### config.mk
export PLATFORM = sky130hd
export DESIGN_NAME = rle_byte_encoder_core
export DESIGN_NICKNAME = d
export VERILOG_FILES = /design/src/rtl/rle_pkg.sv /design/src/rtl/rle_ctrl.sv /design/src/rtl/rle_dpath.sv /design/src/rtl/rle_byte_encoder_core.sv
export SDC_FILE = /design/constraint.sdc
export NUM_CORES = 1
export LEC_CHECK = 0
export ABC_AREA = 1
export BUFFER_PORTS_ARGS = -buffer_cell sky130_fd_sc_hd__clkbuf_2
export CORE_MARGIN = 2
export CORE_UTILIZATION = 40
export CTS_BUF_LIST = sky130_fd_sc_hd__clkbuf_8
export CTS_CLUSTER_DIAMETER = 80
export DETAILED_ROUTE_END_ITERATION = 16
export HOLD_SLACK_MARGIN = 0.05
export PLACE_DENSITY = 0.56
export SYNTH_ARGS = -nofsm -noshare
export SYNTH_HDL_FRONTEND = slang
export SYNTH_SLANG_ARGS = --single-unit
### constraint.sdc
create_clock -name clock -period 2.6 [get_ports clock]
set_input_delay 0.52 -clock clock [delete_from_list [all_inputs] [get_ports clock]]
set_output_delay 0.52 -clock clock [all_outputs]
set_load 0.01 [all_outputs]
### src/rtl/rle_pkg.sv
// ----------------------------------------------------------------------------
// rle_pkg
// Shared constants, word types and control structures of the run-length
// byte encoder.
// ----------------------------------------------------------------------------
package rle_pkg;

   localparam int MAX_COUNT   = 127;
   localparam int OUT_LANES   = 8;
   localparam int BYTE_W      = 8;
   localparam int WORD_W      = 64;
   localparam int WORD_LANES  = WORD_W / BYTE_W;
   localparam int COUNT_W     = 4;
   localparam int LEN_W       = $clog2(MAX_COUNT + 1);
   localparam int STORE_DEPTH = MAX_COUNT - 1;
   localparam int ADDR_W      = $clog2(MAX_COUNT);

   localparam logic [BYTE_W-1:0] RUN_FLAG = 8'h80;
   localparam logic [BYTE_W-1:0] END_CODE = 8'h00;

   localparam logic CMD_DATA = 1'b0;
   localparam logic CMD_END  = 1'b1;

   typedef struct packed {
      logic              command;
      logic [BYTE_W-1:0] data_byte;
   } req_type;

   typedef struct packed {
      logic [WORD_W-1:0]  packed_bytes;
      logic [COUNT_W-1:0] byte_count;
      logic               final_group;
   } rsp_type;

   typedef enum logic [2:0] {
      ST_IDLE,
      ST_LIT_CTRL,
      ST_LIT_BODY,
      ST_LIT_TAIL,
      ST_RUN_CTRL,
      ST_RUN_BYTE,
      ST_END_CODE,
      ST_COMMIT
   } state_type;

   typedef enum logic [2:0] {
      SRC_LIT_CTRL,
      SRC_STORE,
      SRC_INPUT,
      SRC_RUN_CTRL,
      SRC_RUN_BYTE,
      SRC_END
   } src_type;

   typedef struct packed {
      logic lit;
      logic tail;
      logic run;
      logic end_code;
   } plan_type;

   typedef struct packed {
      logic    load;
      logic    push;
      logic    final_byte;
      src_type src;
      logic    rd_start;
      logic    rd_next;
      logic    commit;
   } dp_cmd_type;

   typedef struct packed {
      plan_type plan_new;
      plan_type plan;
      logic     body_last;
      logic     out_ready;
   } dp_status_type;

endpackage

### src/rtl/rle_ctrl.sv
// ----------------------------------------------------------------------------
// rle_ctrl
// Sequencer of the encoder: takes a word, walks its code bytes (literal,
// run, end code) one per cycle when not stalled and commits the literal store.
// ----------------------------------------------------------------------------
module rle_ctrl
   import rle_pkg::*;
(
   input  logic          clock,
   input  logic          reset,
   input  logic          req_valid,
   output logic          req_stall,
   input  dp_status_type status,
   output dp_cmd_type    cmd
);

   state_type state_ff;
   state_type state_in;

   function automatic state_type after_run(input plan_type p);
      return p.end_code ? ST_END_CODE : ST_COMMIT;
   endfunction

   function automatic state_type after_lit(input plan_type p);
      return p.run ? ST_RUN_CTRL : after_run(p);
   endfunction

   function automatic state_type first_state(input plan_type p);
      return p.lit ? ST_LIT_CTRL : after_lit(p);
   endfunction

   always_ff @(posedge clock) begin
      if (reset) begin
         state_ff <= ST_IDLE;
      end else begin
         state_ff <= state_in;
      end
   end

   always_comb begin
      state_in = state_ff;
      unique case (state_ff)
         ST_IDLE: begin
            if (req_valid) state_in = first_state(status.plan_new);
         end
         ST_LIT_CTRL: begin
            if (status.out_ready) state_in = ST_LIT_BODY;
         end
         ST_LIT_BODY: begin
            if (status.out_ready && status.body_last) begin
               state_in = status.plan.tail ? ST_LIT_TAIL : after_lit(status.plan);
            end
         end
         ST_LIT_TAIL: begin
            if (status.out_ready) state_in = after_lit(status.plan);
         end
         ST_RUN_CTRL: begin
            if (status.out_ready) state_in = ST_RUN_BYTE;
         end
         ST_RUN_BYTE: begin
            if (status.out_ready) state_in = after_run(status.plan);
         end
         ST_END_CODE: begin
            if (status.out_ready) state_in = ST_COMMIT;
         end
         ST_COMMIT: begin
            state_in = ST_IDLE;
         end
         default: begin
            state_in = ST_IDLE;
         end
      endcase
   end

   always_comb begin
      req_stall      = 1'b1;
      cmd            = '0;
      cmd.src        = SRC_END;
      unique case (state_ff)
         ST_IDLE: begin
            req_stall = 1'b0;
            cmd.load  = req_valid;
         end
         ST_LIT_CTRL: begin
            cmd.push     = status.out_ready;
            cmd.src      = SRC_LIT_CTRL;
            cmd.rd_start = status.out_ready;
         end
         ST_LIT_BODY: begin
            cmd.push       = status.out_ready;
            cmd.src        = SRC_STORE;
            cmd.rd_next    = status.out_ready && !status.body_last;
            cmd.final_byte = status.body_last && !status.plan.tail &&
                             !status.plan.run && !status.plan.end_code;
         end
         ST_LIT_TAIL: begin
            cmd.push       = status.out_ready;
            cmd.src        = SRC_INPUT;
            cmd.final_byte = !status.plan.run && !status.plan.end_code;
         end
         ST_RUN_CTRL: begin
            cmd.push = status.out_ready;
            cmd.src  = SRC_RUN_CTRL;
         end
         ST_RUN_BYTE: begin
            cmd.push       = status.out_ready;
            cmd.src        = SRC_RUN_BYTE;
            cmd.final_byte = !status.plan.end_code;
         end
         ST_END_CODE: begin
            cmd.push       = status.out_ready;
            cmd.src        = SRC_END;
            cmd.final_byte = 1'b1;
         end
         ST_COMMIT: begin
            cmd.commit = 1'b1;
         end
         default: begin
            cmd.src = SRC_END;
         end
      endcase
   end

endmodule

### src/rtl/rle_dpath.sv
// ----------------------------------------------------------------------------
// rle_dpath
// Encoder state, literal store, code byte selection and the output word
// packer with its output register.
// ----------------------------------------------------------------------------
module rle_dpath
   import rle_pkg::*;
(
   input  logic          clock,
   input  logic          reset,
   input  req_type       req_payload,
   input  dp_cmd_type    cmd,
   output dp_status_type status,
   output logic          rsp_valid,
   input  logic          rsp_stall,
   output rsp_type       rsp_payload
);

   logic [LEN_W-1:0]  len_ff, len_in;
   logic [LEN_W-1:0]  rep_ff, rep_in;
   logic [BYTE_W-1:0] last_ff, last_in;

   plan_type          plan_ff, plan_in;
   logic [LEN_W-1:0]  mem_n_ff, mem_n_in;
   logic [BYTE_W-1:0] run_code_ff, run_code_in;
   logic [BYTE_W-1:0] run_byte_ff, run_byte_in;
   logic [BYTE_W-1:0] byte_ff;
   logic              wr_en_ff, wr_en_in;
   logic [ADDR_W-1:0] wr_addr_ff, wr_addr_in;

   logic [BYTE_W-1:0] store_mem [STORE_DEPTH];
   logic [BYTE_W-1:0] rd_data_ff;
   logic [ADDR_W-1:0] idx_ff, idx_in;
   logic [ADDR_W-1:0] rd_addr;
   logic              rd_en;

   logic [WORD_W-1:0]  acc_ff, acc_in;
   logic [COUNT_W-1:0] cnt_ff, cnt_in;
   logic               rsp_valid_ff, rsp_valid_in;
   logic               final_ff, final_in;

   logic [LEN_W-1:0]  rep_inc;
   logic [LEN_W-1:0]  rep_two;
   logic [LEN_W:0]    len_inc;
   logic [BYTE_W-1:0] in_byte;
   logic [BYTE_W-1:0] push_byte;
   logic              out_ready;

   assign in_byte = req_payload.data_byte;
   assign rep_inc = rep_ff + LEN_W'(1);
   assign rep_two = rep_ff + LEN_W'(2);
   assign len_inc = {1'b0, len_ff} + (LEN_W + 1)'(1);

   // work out what this word emits and the encoder state it leaves
   always_comb begin
      plan_in     = '0;
      mem_n_in    = '0;
      run_code_in = RUN_FLAG;
      run_byte_in = last_ff;
      wr_en_in    = 1'b0;
      wr_addr_in  = '0;
      len_in      = len_ff;
      rep_in      = rep_ff;
      last_in     = last_ff;
      if (req_payload.command == CMD_END) begin
         plan_in.end_code = 1'b1;
         len_in           = '0;
         rep_in           = '0;
         if (rep_ff != '0) begin
            plan_in.run = 1'b1;
            run_code_in = RUN_FLAG | BYTE_W'(rep_inc);
         end else if (len_ff != '0) begin
            plan_in.lit = 1'b1;
            mem_n_in    = len_ff;
         end
      end else if (len_ff == '0) begin
         wr_en_in = 1'b1;
         len_in   = LEN_W'(1);
         last_in  = in_byte;
      end else if (in_byte == last_ff) begin
         if (rep_ff == '0 && len_ff >= LEN_W'(2)) begin
            plan_in.lit = 1'b1;
            mem_n_in    = len_ff - LEN_W'(1);
            wr_en_in    = 1'b1;
            len_in      = LEN_W'(1);
            rep_in      = LEN_W'(1);
         end else if (rep_inc >= LEN_W'(MAX_COUNT - 1)) begin
            plan_in.run = 1'b1;
            run_code_in = RUN_FLAG | BYTE_W'(rep_two);
            len_in      = '0;
            rep_in      = '0;
         end else begin
            rep_in = rep_inc;
         end
      end else begin
         if (rep_ff != '0) begin
            plan_in.run = 1'b1;
            run_code_in = RUN_FLAG | BYTE_W'(rep_inc);
            wr_en_in    = 1'b1;
            len_in      = LEN_W'(1);
            rep_in      = '0;
            last_in     = in_byte;
         end else if (len_inc >= (LEN_W + 1)'(MAX_COUNT)) begin
            plan_in.lit  = 1'b1;
            plan_in.tail = 1'b1;
            mem_n_in     = len_ff;
            len_in       = '0;
         end else begin
            wr_en_in   = 1'b1;
            wr_addr_in = len_ff[ADDR_W-1:0];
            len_in     = len_inc[LEN_W-1:0];
            last_in    = in_byte;
         end
      end
   end

   always_ff @(posedge clock) begin
      if (reset) begin
         len_ff   <= '0;
         rep_ff   <= '0;
         plan_ff  <= '0;
         wr_en_ff <= 1'b0;
      end else if (cmd.load) begin
         len_ff   <= len_in;
         rep_ff   <= rep_in;
         plan_ff  <= plan_in;
         wr_en_ff <= wr_en_in;
      end
   end

   always_ff @(posedge clock) begin
      if (cmd.load) begin
         last_ff     <= last_in;
         mem_n_ff    <= mem_n_in;
         run_code_ff <= run_code_in;
         run_byte_ff <= run_byte_in;
         byte_ff     <= in_byte;
         wr_addr_ff  <= wr_addr_in;
      end
   end

   // literal store: written at commit, read one entry per pushed byte
   assign rd_en   = cmd.rd_start || cmd.rd_next;
   assign rd_addr = cmd.rd_start ? '0 : idx_ff + ADDR_W'(1);
   assign idx_in  = rd_en ? rd_addr : idx_ff;

   always_ff @(posedge clock) begin
      if (cmd.commit && wr_en_ff) begin
         store_mem[wr_addr_ff] <= byte_ff;
      end
      if (rd_en) begin
         rd_data_ff <= store_mem[rd_addr];
      end
   end

   always_ff @(posedge clock) begin
      if (reset) begin
         idx_ff <= '0;
      end else begin
         idx_ff <= idx_in;
      end
   end

   always_comb begin
      case (cmd.src)
         SRC_LIT_CTRL: push_byte = BYTE_W'(mem_n_ff) + BYTE_W'(plan_ff.tail);
         SRC_STORE:    push_byte = rd_data_ff;
         SRC_INPUT:    push_byte = byte_ff;
         SRC_RUN_CTRL: push_byte = run_code_ff;
         SRC_RUN_BYTE: push_byte = run_byte_ff;
         default:      push_byte = END_CODE;
      endcase
   end

   // packer: a push after a delivered word starts a fresh word
   assign out_ready = !(rsp_valid_ff && rsp_stall);

   always_comb begin
      logic [COUNT_W-1:0] base_cnt;
      base_cnt     = rsp_valid_ff ? '0 : cnt_ff;
      acc_in       = acc_ff;
      cnt_in       = cnt_ff;
      rsp_valid_in = rsp_valid_ff && rsp_stall;
      final_in     = final_ff;
      if (cmd.push) begin
         for (int l = 0; l < WORD_LANES; l++) begin
            if (COUNT_W'(l) == base_cnt) begin
               acc_in[l*BYTE_W +: BYTE_W] = push_byte;
            end else if (COUNT_W'(l) > base_cnt) begin
               acc_in[l*BYTE_W +: BYTE_W] = '0;
            end
         end
         cnt_in       = base_cnt + COUNT_W'(1);
         final_in     = cmd.final_byte;
         rsp_valid_in = cmd.final_byte || (cnt_in == COUNT_W'(OUT_LANES));
      end else if (rsp_valid_ff && !rsp_stall) begin
         cnt_in = '0;
      end
   end

   always_ff @(posedge clock) begin
      if (reset) begin
         cnt_ff       <= '0;
         rsp_valid_ff <= 1'b0;
      end else begin
         cnt_ff       <= cnt_in;
         rsp_valid_ff <= rsp_valid_in;
      end
   end

   always_ff @(posedge clock) begin
      acc_ff   <= acc_in;
      final_ff <= final_in;
   end

   assign rsp_valid               = rsp_valid_ff;
   assign rsp_payload.packed_bytes = acc_ff;
   assign rsp_payload.byte_count   = cnt_ff;
   assign rsp_payload.final_group  = final_ff;

   assign status.plan_new  = plan_in;
   assign status.plan      = plan_ff;
   assign status.body_last = (LEN_W'(idx_ff) + LEN_W'(1)) == mem_n_ff;
   assign status.out_ready = out_ready;

   a_push_free: assert property (@(posedge clock) disable iff (reset)
      cmd.push |-> out_ready)
      else $error("byte pushed while the output word is held");

   a_word_count: assert property (@(posedge clock) disable iff (reset)
      rsp_valid_ff |-> (cnt_ff != '0 && cnt_ff <= COUNT_W'(OUT_LANES)))
      else $error("output word with bad byte count");

   a_short_final: assert property (@(posedge clock) disable iff (reset)
      (rsp_valid_ff && cnt_ff != COUNT_W'(OUT_LANES)) |-> final_ff)
      else $error("short output word that is not the last");

   a_run_single: assert property (@(posedge clock) disable iff (reset)
      (rep_ff != '0) |-> (len_ff == LEN_W'(1)))
      else $error("run pending with more than one stored byte");

   a_len_cap: assert property (@(posedge clock) disable iff (reset)
      len_ff < LEN_W'(MAX_COUNT))
      else $error("literal length reached the cap without flush");

endmodule

### src/rtl/rle_byte_encoder_core.sv
// ----------------------------------------------------------------------------
// rle_byte_encoder_core
// Run-length byte encoder with 8-bit control codes, output packed eight
// bytes per word.
// ----------------------------------------------------------------------------
// Each accepted word is a data byte or an end-of-plane command. The code
// bytes a word releases (a full literal flush carries 127 bytes) go one at
// a time through the single byte lane into the output packer, fed from the
// one read port of the 126-entry literal store. A new word is not taken
// until the last one is committed, but it is taken while the last result
// word still waits in the output register; a held output stalls code byte
// generation. The store needs no clearing after reset.
module rle_byte_encoder_core
   import rle_pkg::*;
(
   input  logic    clock,
   input  logic    reset,
   input  logic    req_valid,
   output logic    req_stall,
   input  req_type req_payload,
   output logic    rsp_valid,
   input  logic    rsp_stall,
   output rsp_type rsp_payload
);

   dp_cmd_type    cmd;
   dp_status_type status;

   rle_ctrl u_ctrl (
      .clock     (clock),
      .reset     (reset),
      .req_valid (req_valid),
      .req_stall (req_stall),
      .status    (status),
      .cmd       (cmd)
   );

   rle_dpath u_dpath (
      .clock       (clock),
      .reset       (reset),
      .req_payload (req_payload),
      .cmd         (cmd),
      .status      (status),
      .rsp_valid   (rsp_valid),
      .rsp_stall   (rsp_stall),
      .rsp_payload (rsp_payload)
   );

endmodule

# [Yosys cells after proc, flatten, opt, wreduce, memory -nomap -nowiden]
# Memory sizes are Yosys's and may differ from the RTL's. A register that Yosys moved wholly into a read port is not among the register bits.
# Cells that the tools add are included.
[word_totals] ff_bits=144 ram_bits=1008 inputBits=13 output_inout_bits=71 elab_cells=224 memories=1
[classes] add_sub_neg=7 magnitude_cmp=11 n_eq_ne=32 n_mux=98 n_bitwise=1 reduce_logical=49
[memory_table] name="u_dpath.store_mem" words=126 width=8 rd=1 rd_clocked_by_memory_dff=1 wr=1 line="rle_dpath.sv:31" rtl="logic [BYTE_W-1:0] store_mem [STORE_DEPTH];"
[op_table] cell="$mux 8" count=24
[op_table] cell="$mux 7" count=24
[op_table] cell="$pmux 8 s5" count=1
[op_table] cell="$mux 3" count=12
[op_table] cell="$mux 1" count=29
[op_table] cell="$pmux 3 s8" count=1
[op_table] cell="$reduce_and 2->1" count=9
[op_table] cell="$reduce_bool 2->1" count=9
[op_table] cell="$eq 3x4->1 const A" count=4
[op_table] cell="$gt 3x4->1 const A" count=4
[op_table] cell="$eq 3x3->1 const B" count=5
[op_table] cell="$pmux 3 s5" count=1
[op_table] cell="$add 7x1->7 const B" count=2
[op_table] cell="$logic_not 7->1" count=2
[op_table] cell="$ne 2x2->1 const B" count=7
[op_table] cell="$reduce_bool 7->1" count=2
[op_table] cell="$eq 3x2->1 const B" count=4
[op_table] cell="$mux 4" count=3
[op_table] cell="$logic_and 1x1->1" count=10
[op_table] cell="$add 7x1->8" count=1
[op_table] cell="$add 7x1->8 const B" count=1
[op_table] cell="$eq 2x4->1 const A" count=2
[op_table] cell="$eq 8x8->1" count=1
[op_table] cell="$ge 8x7->1 const B" count=1
[op_table] cell="other kinds (27)" count=39

# [Depth between registers and ports, before layout]
[depth] depth_word=11 depth_mapped=18 mapped_depth_nobuf=15

# [Hierarchy]
# Synthesis repeated with hierarchy kept, for this count alone.
[hier_totals] hier_cells=4319 hier_area_um2=48681.7
[by_module_without_submodules] module="rle_dpath" n_inst=1 cells_each=4236 area_each_um2=48167.4 seq_area_each_um2=34433.0
[by_module_without_submodules] module="rle_ctrl" n_inst=1 cells_each=83 area_each_um2=514.2 seq_area_each_um2=60.1

# [Worst setup path after synthesis]
# Ideal clock, no wire load.
[synth_path] kind="register to register" startpoint="register u_ctrl.state_ff[0]" endpoint="register u_dpath.last_ff[0] (enable)" setup_ns=0.326 arrival_ns=2.362 required_time_ns=2.274 setup_slack_ns=-0.088 path_stages_with_launch=8 n_path_buf=0 synth_period_minus_slack_ns=2.688 cell_sequence="dfxtp_1 -> nor2_1 -> inv_1 -> nor2_1 -> inv_1 -> nor2_2 -> nand3_1 -> inv_1"
[synth_rtl] element="start: declaration" line="rle_ctrl.sv:17" rtl="state_type state_ff;"
[synth_rtl] element="start signal: assignment" line="rle_ctrl.sv:36" rtl="state_ff <= state_in;"
[synth_rtl] element="end signal: assignment" line="rle_dpath.sv:133" rtl="last_ff <= last_in;"
[synth_rtl] element="end: declaration" line="rle_dpath.sv:21" rtl="logic [BYTE_W-1:0] last_ff, last_in;"

# [Worst setup path after layout]
[layout_path] startpoint="register u_ctrl.state_ff[0]" endpoint="register u_dpath.rd_data_ff[7], read port of u_dpath.store_mem, data pin"
[layout_via] elab_chain_cells=3 word_cells_on_any_way=6 cone_classes="2 x eq/ne; 3 x mux; 1 x reduce/logical"
[layout_rtl] element="$eq 3x1->1 or $eq 3x2->1 (tied branches)" line="rle_ctrl.sv:79" rtl="unique case (state_ff)"
[layout_rtl] element="$mux 1" line="rle_ctrl.sv:79"
[layout_rtl] element="$mux 7 or $logic_or 1x1->1 (tied branches)" line="rle_dpath.sv:144, rle_dpath.sv:143"
[layout_rtl] element="end: declaration" line="rle_dpath.sv:32" rtl="logic [BYTE_W-1:0] rd_data_ff;"
# Several ways; a longest one is shown, not always the timed one.
# A chain may end at the register's enable or synchronous reset.

==> run metrics <==
Leakage=0.0240 uW; cells on worst reg2reg path=15; sequential area share after synthesis=roughly two thirds; initial antenna violation count=3; Final Wtd Congestion=0.856; Final Max Slew Viols=0; CTS tree=yes; setup tns final=0 ps; clock network latency to the later pin of the worst-skew pair=~930 ps; Unique masters post-synth=41; Syn Nets=4705; first-pass GRT wire length=226000 um; Mapped Cells=4678; Avg Synthesized Cell Area=10.9 um2; WP data required=approximately 3300 ps; dpl ws=-385 ps; Hold EP=u_dpath.rsp_valid$_SDFF_PP0_; Hold Path Stages=6; asr flop ratio synth=0%; Iter 0 DRT Violations=4010; ANT nets after route=0; Die Height=~360 um; arrival time worst endpoint=3220 ps; Top Family by Delay on Critical Path=simple AND/OR/NAND/NOR gates; maximum clock frequency=slightly below 400 MHz; Crit path largest cell delay=330 ps; FP Rows=~130; worst-path fanout max=21; final worst slack=65.0 ps; H-tree depth=4; Nets=around 5100; flops & latches, synth=1159; CTS root buf=clkbuf_8; CTS Buf Count=194; Vias/cell=5.33; final hold violations=0; Clock Pin Slew Worst Setup and Hold Paths=~60 ps; slowest CP cell=dfxtp_2; R2R Path Start=u_ctrl.state_ff[0]$_SDFFE_PP0P_; Setup crit start kind=register; # setup viols final=0; worst vdd ir=702 uV; share of cells above drive strength 1=about 18%; register area=34500 um2; r2r setup slk=~65 ps; PwrDens=959 nW/um2; DRC=0; class of the worst hold path=input pin to register; Area growth syn-to-layout=19.8%; worst slew pin tran=956 ps; starting density of the core=40.2%; post-route cell area=61400 um2; die area=131000 um2; crit path cell chain=inv_2 > nor2_4 > nand3_4 > buf_12 > nand2_8 > clkbuf_16 > nand2_1 > nand3_1 > nand3_1 > nand3_1 > nand3_2 > nand3_1 > nand2_1 > nand2_1 > nand2_1; drt wl/cell=between 20 and 25 um; routed wire length=between 150000 and 200000 um; Multi-input gate area=13900 um2; DP Wirelength=88800 um; Worst R2R End=u_dpath.rd_data_ff[7]$_DFFE_PP_; Most used DFF post-synth=edfxtp_1; synth warn=0; Sinks on Clock Net=1159; CP startpoint=u_ctrl.state_ff[0]$_SDFFE_PP0P_; core area=between 100000 and 150000 um2; post-route clock period utilization=between 90% and 100%; DR pass1 iterations=6; FILL cells=between 10000 and 15000; CP Buf/Inv Count=3; number of global-route vias before repair=35600; # IOs=84; Mapped Area=roughly 50000 um2; DP Area=56000 um2; Hold Startpoint=rsp_stall; max cap viols=0; Hold WS=166 ps; Post-synth EDFFs=1126; Max Buffers Root-to-Sink=3; Setup Skew=64.1 ps; largest net degree at the start of global routing=127; die width=between 300 and 400 um; outcome=finished clean; Slew Limit Headroom=36.3%; port buffer count=just over 80; Total Routing Usage GR=23.0%; Tmin final=2540 ps; critical path class=register to register; Worst Setup End Kind=register; routed via count=36800; grt total ovfl=0
## stage by stage
stage	power [uW]	utilization, %	std cells
2_1_floorplan	33700	-	4678
3_3_place_gp	41300	43.9	6501
3_5_place_dp	41400	43.9	6501
4_1_cts	56800	47.1	6870
5_1_grt	61600	48.2	6910
6_report	58900	48.2	6910
## cells by family (layout without fill, tap and decap cells)
kind of cell | count (synthesis) | in the layout | synth area share (%)
compound gates | 200 | 200 | 2.53
other cells | 0 | 1 | 0
xor+xnor | 20 | 20 | 0.342
fa+ha+maj | 14 | 14 | 0.342
flops | 1159 | 1159 | 67.3
buf+inv | 866 | 1433 | 6.87
simple gates | 2419 | 2421 | 22.6
## report_power, final
part	switching, uW	internal, uW
clock network	7630	7240
registers	540	22300
logic	13600	7540
## worst max-delay path by stage
stage	endpoint	slack (ps)	depth (start not counted)
final	u_dpath.rd_data_ff[7]$_DFFE_PP_	60	15
after global routing	u_dpath.rd_data_ff[4]$_DFFE_PP_	-6	16
after CTS	u_dpath.rd_data_ff[4]$_DFFE_PP_	-20	15
after detailed placement	u_dpath.rd_data_ff[4]$_DFFE_PP_	-390	15
after global placement	u_dpath.rd_data_ff[4]$_DFFE_PP_	-410	15
after floorplan	u_dpath.last_ff[0]$_DFFE_PP_	-90	7
## timing repair
action                                  in CTS  in global routing
gates cloned                                 5                 27
buffers inserted                            10                 13
hold buffers                                11                  0
gates resized for setup                     28                150
pin swaps                                    4                 17
endpoints found under the setup margin      11                 24
endpoints found under the hold margin       48                  0
## registers in the layout (all words and copies together) (netlist names)
name                 cells
u_dpath.store_mem     1008
u_dpath.acc_ff          64
u_dpath.byte_ff          8
u_dpath.last_ff          8
u_dpath.rd_data_ff       8
u_dpath.run_byte_ff      8
u_dpath.idx_ff           7
u_dpath.len_ff           7
u_dpath.mem_n_ff         7
u_dpath.rep_ff           7
u_dpath.run_code_ff      7
u_dpath.wr_addr_ff       7
u_dpath.cnt_ff           4
u_ctrl.state_ff          3
u_dpath.status           3
u_dpath.final_ff         1
u_dpath.rsp_valid        1
u_dpath.wr_en_ff         1
## routing by layer
layer	part of all wire [%]	vias to the layer above	track usage [%]
met4	3.0	0	8.59
met2	47	1450	37.0
met1	42	18100	31.3
met5	0	-	0
met3	7.2	256	3.70
li1	-	17000	-
## cell usage in the layout (no fill, tap or decap), types with 5 or more instances in the layout
cell	n
edfxtp_1	1126
nand3_1	855
nand2_1	762
inv_1	628
nor2_1	325
buf_4	281
nand3b_1	277
clkbuf_8	195
nand3_2	88
clkbuf_2	83
clkinv_1	65
or2_2	64
o2111ai_1	59
buf_12	56
o21ai_0	46
a21oi_1	44
dfxtp_1	27
o21ai_1	21
clkbuf_16	21
clkinv_2	18
buf_16	18
buf_6	17
xor2_1	13
nand4_1	12
ha_1	12
dlygate4sd3_1	11
nand3_4	9
buf_8	7
nor2_4	6
xnor2_1	6
nor3_1	6
inv_2	5
o22ai_1	5
inv_8	5
o211ai_1	5
dfxtp_2	5
## cell usage after synthesis (2+ instances only)
library cell | instances | area share, %
a22oi_1 | 4 | 0.059
buf_1 | 22 | 0.16
nor3_1 | 6 | 0.059
ha_1 | 14 | 0.34
o21bai_1 | 2 | 0.029
nand2_1 | 766 | 5.6
buf_6 | 3 | 0.066
nand4_1 | 12 | 0.15
dfxtp_1 | 33 | 1.3
edfxtp_1 | 1126 | 66
nand3_2 | 2 | 0.039
nor2_4 | 2 | 0.044
o21ai_1 | 22 | 0.21
clkinv_1 | 2 | 0.015
inv_1 | 581 | 4.3
nor4_1 | 3 | 0.037
clkbuf_1 | 89 | 0.65
a22o_1 | 3 | 0.051
nor2_1 | 328 | 2.4
a21oi_1 | 44 | 0.43
a31oi_1 | 2 | 0.024
nand3_1 | 950 | 9.3
buf_2 | 144 | 1.4
o21ai_0 | 47 | 0.46
nand3b_1 | 277 | 4.1
o22ai_1 | 5 | 0.061
a211oi_1 | 2 | 0.029
or2_2 | 64 | 0.78
xnor2_1 | 6 | 0.10
buf_4 | 18 | 0.26
inv_2 | 7 | 0.051
xor2_1 | 14 | 0.24
o2111ai_1 | 61 | 1.0
nor2_2 | 5 | 0.061
a221o_1 | 2 | 0.039
o211ai_1 | 5 | 0.073
## worst register-to-register path, cell delays in order (launching register included)
cell       delay, ps
dfxtp_2          330
inv_2             50
nor2_4           120
nand3_4          220
buf_12           230
nand2_8          180
clkbuf_16        260
nand2_1           70
nand3_1          110
nand3_1          150
nand3_1          150
nand3_2          160
nand3_1          110
nand2_1           50
nand2_1           50
nand2_1           60
## layout make-up
class	count	share of cell area (%)
Multi-Input combinational cell	2655	22.7
Clock buffer	195	4.37
Inverter	590	3.66
Tap cell	1662	3.39
Timing Repair Buffer	498	8.48
Antenna cell	1	0.00408
Sequential cell	1159	56.2
Clock inverter	150	1.26
(Power assumes the default switching activity.)
